**config.mk**
```make
export PLATFORM = sky130hd
export DESIGN_NAME = cwtc_post
export DESIGN_NICKNAME = d
export VERILOG_FILES = /design/src/hdl/cwtc_pkg.sv /design/src/hdl/cwtc_post.sv
export SDC_FILE = /design/constraint.sdc
export NUM_CORES = 2
export LEC_CHECK = 0
export BUFFER_PORTS_ARGS = -buffer_cell sky130_fd_sc_hd__buf_4
export CAP_MARGIN = 20
export CORE_MARGIN = 2
export CORE_UTILIZATION = 42
export DETAILED_ROUTE_END_ITERATION = 10
export PLACE_DENSITY = 0.59
export SYNTH_ARGS = -nofsm -noshare
export SYNTH_HDL_FRONTEND = slang
export SYNTH_SLANG_ARGS = --single-unit
```
**constraint.sdc**
```tcl
create_clock -name clk_i -period 6.6 [get_ports clk_i]
set_input_delay 1.32 -clock clk_i [delete_from_list [all_inputs] [get_ports clk_i]]
set_output_delay 1.32 -clock clk_i [all_outputs]
set_load 0.05 [all_outputs]
```
**src/hdl/cwtc_pkg.sv**
```systemverilog
// shared types and constants of the charge walk time correction block
`default_nettype none
package cwtc_pkg;

  // item function codes
  typedef enum logic {
    FUNC_LOAD    = 1'b0,
    FUNC_CORRECT = 1'b1
  } func_e;

  localparam int unsigned TIME_BITS  = 32;
  localparam int unsigned COEF_BITS  = 32;
  localparam int unsigned FRAC_BITS  = 24;
  // inverse root in q1.24, range 0 to 2^24
  localparam int unsigned INV_BITS   = FRAC_BITS + 1;
  // quotient bits of 2^48 / q
  localparam int unsigned DIV_STEPS  = 2 * FRAC_BITS + 1;
  // root digits of the quotient
  localparam int unsigned SQRT_STEPS = INV_BITS;
  localparam int unsigned INV_LAT    = DIV_STEPS + SQRT_STEPS;
  localparam int unsigned W_BITS     = INV_BITS + 1;
  localparam int unsigned PROD_BITS  = COEF_BITS + W_BITS;

  // control that travels beside the datapath
  typedef struct packed {
    logic valid;
    logic zero;
  } post_ctl_t;

endpackage
`default_nettype wire

```
**src/hdl/cwtc_post.sv**
```systemverilog
// walk term, coefficient product, rounding and saturation
`default_nettype none
module cwtc_post (
  input  wire logic                                 clk_i,
  input  wire logic                                 rst_ni,
  input  wire cwtc_pkg::post_ctl_t                  ctl_i,
  input  wire logic signed [cwtc_pkg::TIME_BITS-1:0] td_i,
  input  wire logic signed [cwtc_pkg::COEF_BITS-1:0] coef_i,
  input  wire logic        [cwtc_pkg::INV_BITS-1:0]  inv_a_i,
  input  wire logic        [cwtc_pkg::INV_BITS-1:0]  inv_b_i,
  output logic                                      done_o,
  output logic signed      [cwtc_pkg::TIME_BITS-1:0] time_o,
  output logic                                      zero_o,
  output logic                                      sat_o
);

  localparam int unsigned TB = cwtc_pkg::TIME_BITS;
  localparam int unsigned PB = cwtc_pkg::PROD_BITS;
  localparam int unsigned FB = cwtc_pkg::FRAC_BITS;
  localparam int unsigned CB = PB + 1 - FB;
  localparam int unsigned DB = CB + 1;

  cwtc_pkg::post_ctl_t ctl1_q, ctl2_q;
  logic signed [TB-1:0]                  td1_q, td2_q;
  logic signed [cwtc_pkg::COEF_BITS-1:0] coef1_q;
  logic signed [cwtc_pkg::W_BITS-1:0]    w1_q;
  logic signed [PB-1:0]                  prod_q;

  logic signed [PB:0]   psum;
  logic signed [CB-1:0] corr;
  logic signed [DB-1:0] diff;
  logic                 ovf;
  logic signed [TB-1:0] time_d;
  logic                 sat_d;

  always_ff @(posedge clk_i or negedge rst_ni) begin
    if (!rst_ni) begin
      ctl1_q <= '0;
      ctl2_q <= '0;
      done_o <= 1'b0;
    end else begin
      ctl1_q <= ctl_i;
      ctl2_q <= ctl1_q;
      done_o <= ctl2_q.valid;
    end
  end

  always_ff @(posedge clk_i) begin
    td1_q   <= td_i;
    coef1_q <= coef_i;
    w1_q    <= $signed({1'b0, inv_a_i}) - $signed({1'b0, inv_b_i});
    td2_q   <= td1_q;
    prod_q  <= coef1_q * w1_q;
  end

  // round half up, then floor shift
  always_comb begin
    psum   = {prod_q[PB-1], prod_q} + (PB+1)'(1 << (FB - 1));
    corr   = psum[PB:FB];
    diff   = DB'(td2_q) - DB'(corr);
    ovf    = (diff[DB-1:TB-1] != '0) && (diff[DB-1:TB-1] != '1);
    sat_d  = 1'b0;
    time_d = diff[TB-1:0];
    if (ctl2_q.zero) begin
      time_d = td2_q;
    end else if (ovf) begin
      sat_d  = 1'b1;
      time_d = diff[DB-1] ? {1'b1, {(TB-1){1'b0}}} : {1'b0, {(TB-1){1'b1}}};
    end
  end

  always_ff @(posedge clk_i) begin
    time_o <= time_d;
    zero_o <= ctl2_q.zero;
    sat_o  <= sat_d;
  end

endmodule
`default_nettype wire

```
==> metrics.cfg <==
[run_status]
outcome = finished with violations
violations = negative setup slack

[global_route]
antenna_found_initial = 1
track_usage = 0.225
grt_max_degree = 37
busiest_layer = met2
gr-usage-met3 = 0.0483
gr-total-overflow = 0
grt_util_met2 = 0.366
grt_pass1_vias = 28600
met1_usage = 0.305
grt_pass1_wl_mm = 155

[sta]
finalMaxSlewViolations = 0
fmax_mhz = 142
finalCriticalPeriod_ns = 7.04
grt_setup_unrepaired = true
setup_viol = 22
fin_ws_ns = -0.441
tightest_slew_ns = 0.620
hold_violations = 0
post-route-period-util = 1.07
max_slew_margin = 0.582
worst_clock_skew_ns = 0.0270

[clock_network]
tritoncts = built
cts_num_sinks = 196
numCtsBuffers = 17
cts_hold_buf = 0
clock_path_buffers = 2
cts-root-buf = clkbuf_16
cts.clk_slew.worst_paths_ns = 0.08
clk_latency_ns = 0.52
htreeDepth = 4

[synthesis]
ys_seq_area_frac = 0.109
ys_types = 71
synth_flop_cell = dfxtp_1
synthXorXnorAreaFrac = 0.0311
synthMuxAreaShare = 0.000312
synth-simple-area-share = 0.147
synth-adder-area-share = 0.549
netlist_area_um2 = 36100
synth_top_family_by_area = adder cells
ys_ff_latch = 196
synth_edf_count = 0
yosys_warnings = 0
synth.net_count = 4987
async_flop_share = 0.0255
syn_area_per_cell_um2 = 9.49
synth_compound_area_frac = 0.0529
syn_inst = 3799

[critical_path]
crit_path_end_kind = register
critPathArrivalTime_ns = 7.42
worstPathRequired_ns = 6.98
crit_type = reg -> reg
cp_max_fo = 7
critPathLaunchType = register

[detailed_routing]
num_vias = 26000
dr.pass1.iters = 5
drc = 0
wire_per_inst_um = 17.6
vias_per_cell = 4.87
first_iter_violations = 1336
ant_nets = 0
drt-total-wl_mm = 94.3

[floorplanning]
io_pins = 153
initial_core_util = 0.424
die_x_um = 297
rows = 107
core_um2 = 85100
die_y_um = 297
dieArea_um2 = 88200

[final_layout]
most-common-layout-cells = inv_1, fa_1, nand2_1
nets = 5380
layout-drive-gt1-share = 0.174
finalNonFillerCells = 5350
finalInstanceArea_um2 = 42900
area_growth_pct = 18.9
final_common_cell = inv_1
fill_cells = 8021
fin_util = 0.504

[hold_path]
hp-class = reg -> reg

[placed_design]
io_buffers = 152
place_area_um2 = 41200
dp.cells = 5287
dpl.hpwl_mm = 82.0
place.gp.congestion = 0.876

[run]
max_cap_violations = 0

[state kept, by name, indices dropped and copies added (netlist names)]
signal / flops
ctl1_q: 2
w1_q: 26
prod_q: 35
time_o: 32
zero_o: 1
td1_q: 32
sat_o: 1
ctl2_q: 2
td2_q: 32
coef1_q: 32
done_o: 1
[layout make-up]
| class | count | area [um2] | share of cell area |
|---|---|---|---|
| inverters | 896 | 3360 | 0.0784 |
| diodes | 1 | 2.50 | 0.0000584 |
| multi-input cells | 2552 | 28800 | 0.672 |
| flip-flops and latches | 196 | 4010 | 0.0934 |
| repair buffers | 529 | 4660 | 0.109 |
| clock buffers | 18 | 429 | 0.0100 |
| well taps | 1144 | 1430 | 0.0334 |
| clock inverters | 14 | 176 | 0.00411 |
[per-stage QoR]
stage,setup slack (ns),hold slack [ns],TNS (ns)
final,-0.441,0.323,-6.53
after CTS,-0.525,0.326,-6.15
after global routing,-0.695,0.327,-12.43
after floorplan,-0.000271,0.310,-0.000271
after detailed placement,-0.778,0.312,-11.30
after global placement,-0.658,0.311,-9.27
[critical path: stages, from the launching register on]
cell,delay (ns)
dfxtp_4,0.41
buf_12,0.14
buf_4,0.11
nand2_1,0.05
fa_1,0.50
inv_1,0.07
fa_1,0.57
inv_2,0.06
fa_1,0.55
fa_1,0.45
fa_1,0.55
inv_1,0.05
fa_1,0.49
fa_1,0.41
ha_1,0.31
nand2_1,0.09
or3_4,0.40
a31o_4,0.24
a21o_1,0.18
a31o_4,0.26
o41a_1,0.43
o21ai_2,0.23
buf_4,0.16
o41ai_4,0.06
xnor2_1,0.13
[metal layers]
layer,vias up,wire length (um)
li1,12000,-
met1,13300,41600
met2,677,43900
met3,124,6480
met4,0,2340
met5,-,0
[worst paths after layout]
kind / start / endpoint / slack, ns / cells after the start
hold / removal: td1_q[12] / td2_q[12] / 0.32 / 0
setup reg to reg: w1_q[4] / prod_q[57] / -0.44 / 24
setup / recovery: w1_q[4] / prod_q[57] / -0.44 / 24
max in group asynchronous: rst_ni / ctl2_q[0] / 5.90 / 1
hold reg to reg: td1_q[12] / td2_q[12] / 0.32 / 0
min in group asynchronous: rst_ni / ctl1_q[0] / 0.59 / 1
[what timing repair did]
action                                  CTS  global route
gates cloned                              2             0
endpoints found under the setup margin   30            31
hold endpoints to repair                  0             0
setup buffers                            12            19
pin swaps                                49            65
resized for setup                       120            88
[Yosys cell counts, types with 7 or more instances]
cell	instances	area, um2
xor2_1	47	412
nor2_1	88	330
ha_1	215	2690
o211ai_1	8	60.1
dfxtp_1	191	3820
a21oi_1	73	365
o21a_1	18	135
nor3_1	18	90.1
o21ai_1	7	35.0
nor2b_1	18	113
and2_1	353	2210
and4_1	9	78.8
o21ai_0	33	165
a221o_1	33	330
fa_1	855	17100
xnor2_1	81	709
a21o_1	37	278
and3_1	15	93.8
a31oi_1	7	43.8
nand2_1	496	1860
nand2b_1	18	113
nand3_1	29	145
clkbuf_1	148	556
nand4_1	17	106
inv_1	895	3360
[kinds of logic after synthesis]
| group | after synthesis |
|---|---|
| simple gates | 1082 |
| fa+ha+maj | 1070 |
| buf+inv | 1051 |
| xor+xnor | 128 |
| compound gates | 271 |
| mux | 1 |
| flops | 196 |
Power is left out: the tool's default activity adds up to more than one toggle a clock period on the data nets, which glitch-free logic cannot reach.
